--- config.mk ---
export PLATFORM = sky130hd
export DESIGN_NAME = psc_ctrl
export DESIGN_NICKNAME = d
export VERILOG_FILES = /design/src/rtl/psc_pkg.sv /design/src/rtl/psc_ctrl.sv
export SDC_FILE = /design/constraint.sdc
export NUM_CORES = 1
export LEC_CHECK = 0
export ABC_AREA = 1
export BUFFER_PORTS_ARGS = -buffer_cell sky130_fd_sc_hd__buf_4
export CORE_AREA = 4 4 41 43
export DETAILED_ROUTE_END_ITERATION = 16
export DIE_AREA = 0 0 45 47
export SETUP_SLACK_MARGIN = 0.2
export SLEW_MARGIN = 20
export SYNTH_ARGS = -nofsm -noshare
export SYNTH_HDL_FRONTEND = slang
export SYNTH_SLANG_ARGS = --single-unit
--- constraint.sdc ---
create_clock -name clk -period 1.7 [get_ports clk]
set_input_delay 0.085 -clock clk [delete_from_list [all_inputs] [get_ports clk]]
set_output_delay 0.085 -clock clk [all_outputs]
set_load 0.005 [all_outputs]
--- src/rtl/psc_pkg.sv ---
`default_nettype none
// ----------------------------------------------------------------------------
// psc_pkg
// Shared constants and types for the prime sieve counter: map geometry,
// field widths, controller states and the command/status bundles.
// ----------------------------------------------------------------------------
package psc_pkg;

    // Largest number the candidate map can hold.
    localparam int MAX_LIMIT = 65535;

    // Map geometry and the widths that follow from it.
    localparam int MAP_DEPTH = MAX_LIMIT + 1;
    localparam int ADDR_W    = $clog2(MAP_DEPTH);
    localparam int N_W       = ADDR_W + 1;
    localparam int P_W       = (ADDR_W + 1) / 2 + 1;
    localparam int PP_W      = 2 * P_W;

    // Fixed widths of the item fields.
    localparam int LIM_W = 16;
    localparam int CNT_W = 13;

    // Controller states.
    typedef enum logic [2:0] {
        ST_IDLE,
        ST_INIT,
        ST_P_CHECK,
        ST_P_TEST,
        ST_CLEAR,
        ST_COUNT,
        ST_DONE
    } psc_state_t;

    // Number register operations.
    typedef enum logic [2:0] {
        N_HOLD,
        N_INC,
        N_ADD_P,
        N_LOAD_PP,
        N_LOAD_TWO
    } n_op_t;

    // Base register operations.
    typedef enum logic [1:0] {
        P_HOLD,
        P_LOAD_TWO,
        P_INC
    } p_op_t;

    // Map address source.
    typedef enum logic {
        ADDR_N,
        ADDR_P
    } addr_sel_t;

    // Commands from the controller to the datapath.
    typedef struct packed {
        logic      load;
        logic      ram_we;
        logic      ram_wdata;
        addr_sel_t addr_sel;
        n_op_t     n_op;
        p_op_t     p_op;
        logic      count_read;
    } psc_cmd_t;

    // Status from the datapath to the controller.
    typedef struct packed {
        logic n_le_lim;
        logic pp_le_lim;
        logic map_bit;
    } psc_status_t;

endpackage
`default_nettype wire

--- src/rtl/psc_ctrl.sv ---
`default_nettype none
// ----------------------------------------------------------------------------
// psc_ctrl
// Sequencer for one sieve run: fill the map, strike out multiples of each
// surviving base, count the survivors and strobe the result.
// ----------------------------------------------------------------------------
module psc_ctrl (
    input  wire logic                 clk,
    input  wire logic                 rst_n,
    input  wire logic                 start,
    input  wire psc_pkg::psc_status_t status,
    output psc_pkg::psc_cmd_t         cmd,
    output logic                      busy,
    output logic                      done
);

    import psc_pkg::*;

    psc_state_t state_reg, state_next;

    // State register.
    always_ff @(posedge clk or negedge rst_n)
    begin
        if (!rst_n)
        begin
            state_reg <= ST_IDLE;
        end
        else
        begin
            state_reg <= state_next;
        end
    end

    // Next-state logic.
    always_comb
    begin
        state_next = state_reg;
        case (state_reg)
            ST_IDLE:
            begin
                if (start)
                begin
                    state_next = ST_INIT;
                end
            end
            ST_INIT:
            begin
                if (!status.n_le_lim)
                begin
                    state_next = ST_P_CHECK;
                end
            end
            ST_P_CHECK:
            begin
                if (status.pp_le_lim)
                begin
                    state_next = ST_P_TEST;
                end
                else
                begin
                    state_next = ST_COUNT;
                end
            end
            ST_P_TEST:
            begin
                if (status.map_bit)
                begin
                    state_next = ST_CLEAR;
                end
                else
                begin
                    state_next = ST_P_CHECK;
                end
            end
            ST_CLEAR:
            begin
                if (!status.n_le_lim)
                begin
                    state_next = ST_P_CHECK;
                end
            end
            ST_COUNT:
            begin
                if (!status.n_le_lim)
                begin
                    state_next = ST_DONE;
                end
            end
            ST_DONE:
            begin
                state_next = ST_IDLE;
            end
            default:
            begin
                state_next = ST_IDLE;
            end
        endcase
    end

    // Output and command logic.
    always_comb
    begin
        cmd.load       = 1'b0;
        cmd.ram_we     = 1'b0;
        cmd.ram_wdata  = 1'b0;
        cmd.addr_sel   = ADDR_N;
        cmd.n_op       = N_HOLD;
        cmd.p_op       = P_HOLD;
        cmd.count_read = 1'b0;
        busy           = 1'b1;
        done           = 1'b0;
        case (state_reg)
            ST_IDLE:
            begin
                busy     = 1'b0;
                cmd.load = start;
            end
            ST_INIT:
            begin
                // Mark every number up to the limit as a candidate.
                if (status.n_le_lim)
                begin
                    cmd.ram_we    = 1'b1;
                    cmd.ram_wdata = 1'b1;
                    cmd.n_op      = N_INC;
                end
                else
                begin
                    cmd.p_op = P_LOAD_TWO;
                end
            end
            ST_P_CHECK:
            begin
                // Read the base's map bit, or move on to counting.
                if (status.pp_le_lim)
                begin
                    cmd.addr_sel = ADDR_P;
                end
                else
                begin
                    cmd.n_op = N_LOAD_TWO;
                end
            end
            ST_P_TEST:
            begin
                if (status.map_bit)
                begin
                    cmd.n_op = N_LOAD_PP;
                end
                else
                begin
                    cmd.p_op = P_INC;
                end
            end
            ST_CLEAR:
            begin
                // Strike out multiples of the base from its square.
                if (status.n_le_lim)
                begin
                    cmd.ram_we = 1'b1;
                    cmd.n_op   = N_ADD_P;
                end
                else
                begin
                    cmd.p_op = P_INC;
                end
            end
            ST_COUNT:
            begin
                if (status.n_le_lim)
                begin
                    cmd.count_read = 1'b1;
                    cmd.n_op       = N_INC;
                end
            end
            ST_DONE:
            begin
                done = 1'b1;
            end
            default:
            begin
                busy = 1'b1;
            end
        endcase
    end

endmodule
`default_nettype wire

Word level (Yosys, flattened, before mapping)
Index checks and enable logic that the tools add are counted.
{"block": "totals", "register_bits": 3, "latch_bits": 0, "ram_bits": 0, "mem_bits_ro": 0, "in_bits": 6, "output_inout_bits": 12, "wordCells": 39, "mem_count": 0}
{"block": "op_classes", "add_sub_neg": 0, "mul": 0, "n_div": 0, "order_cmp": 0, "n_eq_ne": 9, "shifts": 0, "mux": 25, "bitwise_logic": 0, "reduce_logical": 4}
{"operator": "2-to-1 mux 3 bit", "n": 6}
{"operator": "one-hot mux 3 bit (5 select lines)", "n": 1}
{"operator": "one-hot mux 3 bit (4 select lines)", "n": 1}
{"operator": "2-to-1 mux 1 bit", "n": 10}
{"operator": "2-to-1 mux 2 bit", "n": 5}
{"operator": "== test 3 bit, second input constant", "n": 3}
{"operator": "== test 3 x 2 -> 1 bit, second input constant", "n": 2}
{"operator": "!= test 2 bit, second input constant", "n": 3}
{"operator": "one-hot mux 2 bit (3 select lines)", "n": 1}
{"operator": "OR reduction 2 bit", "n": 2}
{"operator": "== test 3 x 1 -> 1 bit, second input constant", "n": 1}
{"operator": "logical NOT 3 bit", "n": 1}
{"operator": "AND reduction 3 bit", "n": 1}
{"operator": "one-hot mux 1 bit (2 select lines)", "n": 1}

Depth between registers and ports, before layout
Gate-level depths: netlist (run 1).
{"block": "depth", "word_depth": 4, "ltp_mapped": 7, "ltp_nobuf": 6}

Worst setup path after synthesis (run 1)
Ideal clock, no wire load.
{"block": "synth_path", "path_kind": "reg2reg", "from": "register state_reg[2]", "to": "register state_reg[0]", "setup_ps": 117, "arrival_time_ps": 936, "required_time_ps": 1583, "setup_slack_ps": 648, "path_stages_with_launch": 8, "path_buffers": 1, "synth_period_minus_slack_ps": 1052, "path_cell_list": "dfrtp_1 -> buf_4 -> nor2_2 -> nand3_1 -> nand2_1 -> nor2_2 -> nand2_1 -> nand2_1"}
{"block": "synth_between", "elab_chain_cells": 4, "word_cells_on_any_way": 12, "cone_classes": "8 x eq/ne; 1 x mux; 3 x reduce/logical"}
{"item": "start: declaration", "line_no": "psc_ctrl.sv:19", "text": "psc_state_t state_reg, state_next;"}
{"item": "start signal: assignment", "line_no": "psc_ctrl.sv:30", "text": "state_reg <= state_next;"}
{"item": "== test 3 bit / == test 3 x 1 -> 1 bit (equally long branches)", "line_no": "psc_ctrl.sv:38", "text": "case (state_reg)"}
{"item": "OR reduction 2 bit (no source line)"}
{"item": "!= test 2 bit (no source line)"}
{"item": "AND reduction 3 bit (no source line)"}
Parallel ways exist; a longest one is shown, timed or not.
A chain may end at the register's enable or synchronous reset.

==> results of run 1 <==
## final cells by class
type | count | area share
Clock buffer | 4 | 0.0554
Inverter | 9 | 0.0712
Multi-Input combinational cell | 38 | 0.385
Sequential cell | 3 | 0.158
Tap cell | 15 | 0.0396
Timing Repair Buffer | 18 | 0.290
## cells in the final DEF, fill, tap and decap left out
master                          synthesis  routed
sky130_fd_sc_hd__buf_4                  1      17
sky130_fd_sc_hd__clkbuf_1               0       1
sky130_fd_sc_hd__clkbuf_4               0       3
sky130_fd_sc_hd__dfrtp_1                3       3
sky130_fd_sc_hd__dlygate4sd3_1          0       1
sky130_fd_sc_hd__inv_1                  7       7
sky130_fd_sc_hd__inv_2                  2       2
sky130_fd_sc_hd__nand2_1               15      15
sky130_fd_sc_hd__nand2_2                1       1
sky130_fd_sc_hd__nand3_1                4       4
sky130_fd_sc_hd__nand3_2                1       1
sky130_fd_sc_hd__nand4_1                3       3
sky130_fd_sc_hd__nor2_1                 5       5
sky130_fd_sc_hd__nor2_2                 5       5
sky130_fd_sc_hd__nor3_1                 1       1
sky130_fd_sc_hd__nor4_1                 1       1
sky130_fd_sc_hd__o21ai_0                2       2
## worst register-to-register path, stage by stage, from the launching register on
cell and delay (ps):
sky130_fd_sc_hd__dfrtp_1 490, sky130_fd_sc_hd__nor2_2 230, sky130_fd_sc_hd__nand3_1 120, sky130_fd_sc_hd__nand2_1 90, sky130_fd_sc_hd__nor2_2 50, sky130_fd_sc_hd__nand2_1 50, sky130_fd_sc_hd__nand2_1 50
## routing by layer
metal	GRT usage	vias up
met3	0.0421	0
met2	0.130	13
met1	0.112	162
li1	-	205
met5	0	-
met4	0.0351	0
## final timing paths
| kind | from | to | slack, ps | depth (start not counted) |
|---|---|---|---|---|
| worst max-delay path | state_reg[2] | cmd[9] | 370 | 4 |
| worst min-delay path | status[2] | state_reg[2] | 170 | 3 |
| worst max register to register | state_reg[2] | state_reg[0] | 510 | 6 |
| worst min register to register | state_reg[1] | state_reg[0] | 700 | 3 |
| max in group asynchronous | rst_n | state_reg[0] | 1420 | 2 |
| min in group asynchronous | rst_n | state_reg[1] | 180 | 2 |
## logic make-up (layout without fill, tap and decap cells)
| group | Yosys count | after routing |
|---|---|---|
| simple gates | 36 | 36 |
| buf+inv | 10 | 31 |
| flops | 3 | 3 |
| compound gates | 2 | 2 |
## report_power, final
group | switching (mW) | internal, mW | total [mW]
logic | 0.230 | 0.197 | 0.427
clock network | 0.0328 | 0.0877 | 0.120
registers | 0.0658 | 0.103 | 0.169
total | 0.329 | 0.387 | 0.716
## what timing repair did
item,4_1_cts,5_1_grt
hold buffers,1,0
endpoints found under the hold margin,3,0
resized for setup,0,0
setup buffers,0,0
==> qor.txt, run 1 <==
clock buffers created by TritonCTS: 3
area of the mapped netlist: 299 um2
Util after Layout: 0.364
placed insts: 82
unrepaired setup endpoints after global routing: no
core area: 1300 um2
number of antenna violations at the first check in global routing: 0
Mapped Cells: 51
global-route wire length before repair: 1350 um
Worst Path Required: 1620 ps
post-layout instance area: 474 um2
peak fanout along the critical path: 10
share of layout cells above drive strength 1: 0.403
run status: finished clean
CP cell instances: nor2_2 -> nand2_1 -> nor2_1 -> buf_4
most numerous cell in the Yosys netlist: sky130_fd_sc_hd__nand2_1
worst-skew pair later-pin latency: 230 ps
Critical Path Source Type: flop
drt drc: 0
gp weighted congestion: 0.767
Power, Total: 716 uW
number of buffers and inverters on the critical path: 1
clock-pin transition on the worst setup and hold timing paths: 40 ps
area added between synthesis and finish: 58.6%
sequential element share of the synthesized area: 0.251
final cycle utilization of the critical path: 0.784
DR vias/cell: 4.37
Detail Route met2 WL: 361 um
Max H-tree Level: 1
Rows: 13
power per cell area: 1510 nW/um2
gr ovfl total: 0
final worst clock skew: 4.64 ps
clock sink total: 3
TritonCTS clock tree: yes
starting utilization of the core area: 0.230
most instantiated cells after synthesis: 15 x sky130_fd_sc_hd__nand2_1, 7 x sky130_fd_sc_hd__inv_1, 5 x sky130_fd_sc_hd__nor2_1, 5 x sky130_fd_sc_hd__nor2_2, 4 x sky130_fd_sc_hd__nand3_1
Synth Area in Adders: 0
most area-hungry cell type in the Yosys netlist: sky130_fd_sc_hd__dfrtp_1
data arrival time of the critical path: 1250 ps
flip-flop count of the largest register, all copies and words added: 3
footprint of the multi-input gates: 183 um2
ys async rst share: 1.00
largest net degree at the start of global routing: 11
multiplexer area fraction after synthesis: 0
worst slew slack as a fraction of its limit: 0.772
height of the die: 47 um
simple-gate share of the synthesized area: 0.577
vias in the first global route: 319
post-layout minimum cycle time: 1330 ps
combined global-route utilization of all metal layers: 0.0885
Post-DP HPWL: 679 um
remaining antenna violation count: 0
actual transition at the worst max-transition pin: 341 ps
vias after detailed routing: 380
buffer type at the clock tree root: sky130_fd_sc_hd__clkbuf_4
main combinational cell family by area after synthesis: simple AND/OR/NAND/NOR gates
number of pins with negative max-slew slack in the final report: 0
antenna fix cells: 0
flip-flop and latch count after synthesis: 3
Post-Synthesis Net Count: 57
largest incremental delay on the critical path: 490 ps
peak clock frequency supported by timing: 0.750 GHz
synthesized-area fraction occupied by ao, oa, aoi and oai cells: 0.0335
per-instance average area after synthesis: 5.86 um2
Die ar.: 2120 um2
worst hold margin: 166 ps
buffers added on ports: 17
amount of wire on met3 after detailed routing: 73 um
highest ir drop seen on vdd: 0.524 mV
highest layer used for signal routing: met3
count of pins on the block boundary: 18
Hold Vio Cnt, Final: 0
count of flip-flops with a built-in enable after synthesis: 0
category of the critical setup timing path: reg -> out
count of unique library cells instantiated by Yosys: 14
combined flip-flop and latch cell area: 75.1 um2
capturing element type of the critical path: output pin
smallest setup slack after layout: 367 ps
Max stage delay cell, worst path: sky130_fd_sc_hd__dfrtp_1
placement-stage worst setup slack: 518 ps
Detailed Route WL: 825 um
CP delay by family, top: flip-flops
non-filler cells, final: 87
Synth Flop Type: sky130_fd_sc_hd__dfrtp_1
number of design-rule violations left by the first detailed-router iteration: 7
M1 WL: 390 um
static leakage: 0.291 nW
Yosys warning total: 0
WL/cell: 9.48 um
portion of synthesized cell area occupied by the leading cell type: 0.251
horizontal extent of the die: 45 um
type of the worst min-delay path: in -> reg
Maximum Capacitance Violations: 0
TritonRoute pass-1 iters: 4
xor and xnor area share after synthesis: 0
Filler cells: 151
instance area after placement: 438 um2
Sum Neg Setup Slack: 0 ps
final setup fails: 0
clk buf depth: 2
fin nets: 79
leading post-synthesis cells by cell area: sky130_fd_sc_hd__dfrtp_1 25%, sky130_fd_sc_hd__nand2_1 19%, sky130_fd_sc_hd__nor2_2 10%, sky130_fd_sc_hd__inv_1 8.8%, sky130_fd_sc_hd__nand3_1 6.7%
Power figures use the tool's default switching activity.
==> run 2: changes to the inputs <==
Clock period 1.7 ns to 1.11 ns, I/O delays scaled along.
==> run 2 against run 1 <==
Compared with the run above:
- the flow now finishes with violations (setup timing)
- first-iteration DRC count is 43% lower
- clock-buffer cell count is the same
- clock skew rose by 2.9 ps
- die area unchanged
- register-to-register slack worse by 560 ps
- via count rose by 24%
- sequential share of layout area is 4.0 points lower
- core utilization grew 15 points
- final cell count is 16% higher
- sequential power up 70%
- wire length increased by 47%
- global-route usage grew 3.0 points
- critical path type unchanged
- critical endpoint is now cmd[7]
- largest power group unchanged
==> qor.txt, run 2 (same netlist as run 1, synthesis figures left out) <==
drt drc: 0 (unchanged)
instance area after placement: 480 um2 (was 438 um2)
FF-to-FF setup slack: -50 ps (was 510 ps)
TritonRoute pass-1 iters: 3 (was 4)
power share of the sequential group: 0.167 (was 0.236)
Clock Power Share: 0.116 (was 0.168)
highest ir drop seen on vdd: 1.37 mV (was 0.524 mV)
critical hold path startpoint: status[2] (unchanged)
count of pins on the block boundary: 18 (unchanged)
post-layout minimum cycle time: 1340 ps
starting utilization of the core area: 0.230 (unchanged)
Max H-tree Level: 1 (unchanged)
peak fanout along the critical path: 8 (was 10)
worst-skew pair later-pin latency: 240 ps (was 230 ps)
number of antenna violations at the first check in global routing: 0 (unchanged)
cell internal pwr: 975 uW (was 387 uW)
violated checks: setup timing
vias after detailed routing: 470 (was 380)
final setup fails: 15 (was 0)
Worst Path Required: 1050 ps (was 1620 ps)
clock sink total: 3 (unchanged)
Register-to-Register Path Depth: 7 (was 6)
critical path's most frequent cell: sky130_fd_sc_hd__inv_2
data arrival time of the critical path: 1280 ps (was 1250 ps)
largest net degree at the start of global routing: 9 (was 11)
Switching Fraction: 0.433 (was 0.459)
run status: finished with violations (was finished clean)
Post-DP HPWL: 785 um (was 679 um)
WL/cell: 12.0 um (was 9.48 um)
number of stages on the worst hold path: 3 (unchanged)
largest incremental delay on the critical path: 480 ps (was 490 ps)
global-route wire length before repair: 1860 um (was 1350 um)
static leakage: 0.370 nW (was 0.291 nW)
clock-pin transition on the worst setup and hold timing paths: 40 ps (about the same)
CP cell instances: inv_2 -> nand4_1 -> buf_4 -> inv_2 -> buf_6 (was nor2_2 -> nand2_1 -> nor2_1 -> buf_4)
share of power burned in combinational logic: 0.717 (was 0.596)
remaining antenna violation count: 0 (unchanged)
height of the die: 47 um (unchanged)
type of the worst min-delay path: in -> reg (unchanged)
combined global-route utilization of all metal layers: 0.119 (was 0.0885)
Hold Vio Cnt, Final: 0 (unchanged)
final worst clock skew: 7.56 ps (was 4.64 ps)
Critical Path Source Type: flop (unchanged)
critical register-to-register path endpoint: state_reg[0] (unchanged)
endpoint of the worst hold path: state_reg[2] (unchanged)
DR vias/cell: 4.65 (was 4.37)
unrepaired setup endpoints after global routing: yes (was no)
smallest setup slack after layout: -228 ps (was 367 ps)
gp weighted congestion: 0.798 (was 0.767)
share of layout cells above drive strength 1: 0.686 (was 0.403)
TritonCTS clock tree: yes (unchanged)
peak clock frequency supported by timing: 0.748 GHz
reg2reg start: state_reg[2] (unchanged)
NetSw: 745 uW (was 329 uW)
number of design-rule violations left by the first detailed-router iteration: 4 (was 7)
clk buf depth: 2 (unchanged)
category of the critical setup timing path: reg -> out (unchanged)
Max stage delay cell, worst path: sky130_fd_sc_hd__dfrtp_2 (was sky130_fd_sc_hd__dfrtp_1)
horizontal extent of the die: 45 um (unchanged)
clock buffers created by TritonCTS: 3 (unchanged)
vias in the first global route: 460 (was 319)
Rows: 13 (unchanged)
Maximum Capacitance Violations: 0 (unchanged)
core area: 1300 um2 (unchanged)
power per cell area: 2570 nW/um2 (was 1510 nW/um2)
area added between synthesis and finish: 123% (was 58.6%)
post-layout instance area: 668 um2 (was 474 um2)
Detailed Route WL: 1210 um (was 825 um)
Die ar.: 2120 um2 (unchanged)
top library cells by usage in the layout, fill and taps aside: 24 x sky130_fd_sc_hd__buf_4, 10 x sky130_fd_sc_hd__nand2_1, 7 x sky130_fd_sc_hd__buf_6 (was 17 x sky130_fd_sc_hd__buf_4, 15 x sky130_fd_sc_hd__nand2_1, 7 x sky130_fd_sc_hd__inv_1)
buffers added on ports: 17 (unchanged)
gr ovfl total: 0 (unchanged)
final cycle utilization of the critical path: 1.21
flip-flop count of the largest register, all copies and words added: 3 (unchanged)
most common cell after layout, fill and taps aside: sky130_fd_sc_hd__buf_4 (unchanged)
number of pins with negative max-slew slack in the final report: 0 (unchanged)
buffer type at the clock tree root: sky130_fd_sc_hd__clkbuf_4 (unchanged)
antenna fix cells: 0 (unchanged)
worst slew slack as a fraction of its limit: 0.845 (was 0.772)
fin nets: 93 (was 79)
Util after Layout: 0.513 (was 0.364)
capturing element type of the critical path: output pin (unchanged)
actual transition at the worst max-transition pin: 230 ps (was 341 ps)
## run 2: how the worst max path moves through the flow
stage,slack [ps],cells after the start,startpoint,to
after floorplan,90,6,state_reg[0],state_reg[0]
after global placement,-50,5,state_reg[2],state_reg[0]
after detailed placement,-70,5,state_reg[2],state_reg[2]
after CTS,-210,5,state_reg[2],cmd[7]
after global routing,-260,5,state_reg[2],cmd[7]
final,-230,5,state_reg[2],cmd[7]
## run 2: per-layer routing
metal  global-route usage  routed length, um  share of wire
met1                0.134                416           0.34
met2                0.215                710           0.59
met3               0.0115                 69          0.057
met4               0.0702                 15          0.012
met5                    0                  0              0
## run 2: final cells by class
class / count / area, um2
flip-flops and latches: 3 / 78.8
fillers: 142 / 633
well taps: 15 / 18.8
clock buffers: 4 / 26.3
repair buffers: 32 / 269
inverters: 9 / 36.3
multi-input cells: 38 / 239
## run 2: power by group through the flow
stage	Combinational (mW)	Clock (mW)	Sequential, mW
global placement	0.768	0	0.269
finish	1.23	0.200	0.287
floorplan	0.446	0	0.221
detailed placement	0.775	0	0.273
CTS	1.09	0.201	0.285
global route	1.35	0.208	0.298
## run 2: through the flow
stage          worst slack [ps]  TNS [ps]  total power, mW  std cells  hold slack, ps
2_1_floorplan              88.5         0            0.667         51            -240
3_3_place_gp              -54.9      -146             1.04         87            -154
3_5_place_dp              -66.5      -187             1.05         87            -151
4_1_cts                    -210     -1450             1.58         99             124
5_1_grt                    -256     -2450             1.86        101             138
6_report                   -228     -1610             1.72        101             122
## run 2: timing repair
action	4_1_cts	5_1_grt
setup endpoints to repair	15	15
hold endpoints to repair	3	0
resized for setup	18	9
pin swaps	9	5
buffers inserted	7	2
hold buffers	1	0
## run 2: worst max-delay path, delay by kind of cell, from the launching register on
| family | cells | cell delay [ps] |
|---|---|---|
| flops | 1 | 480 |
| simple gates | 1 | 160 |
| buf+inv | 4 | 400 |
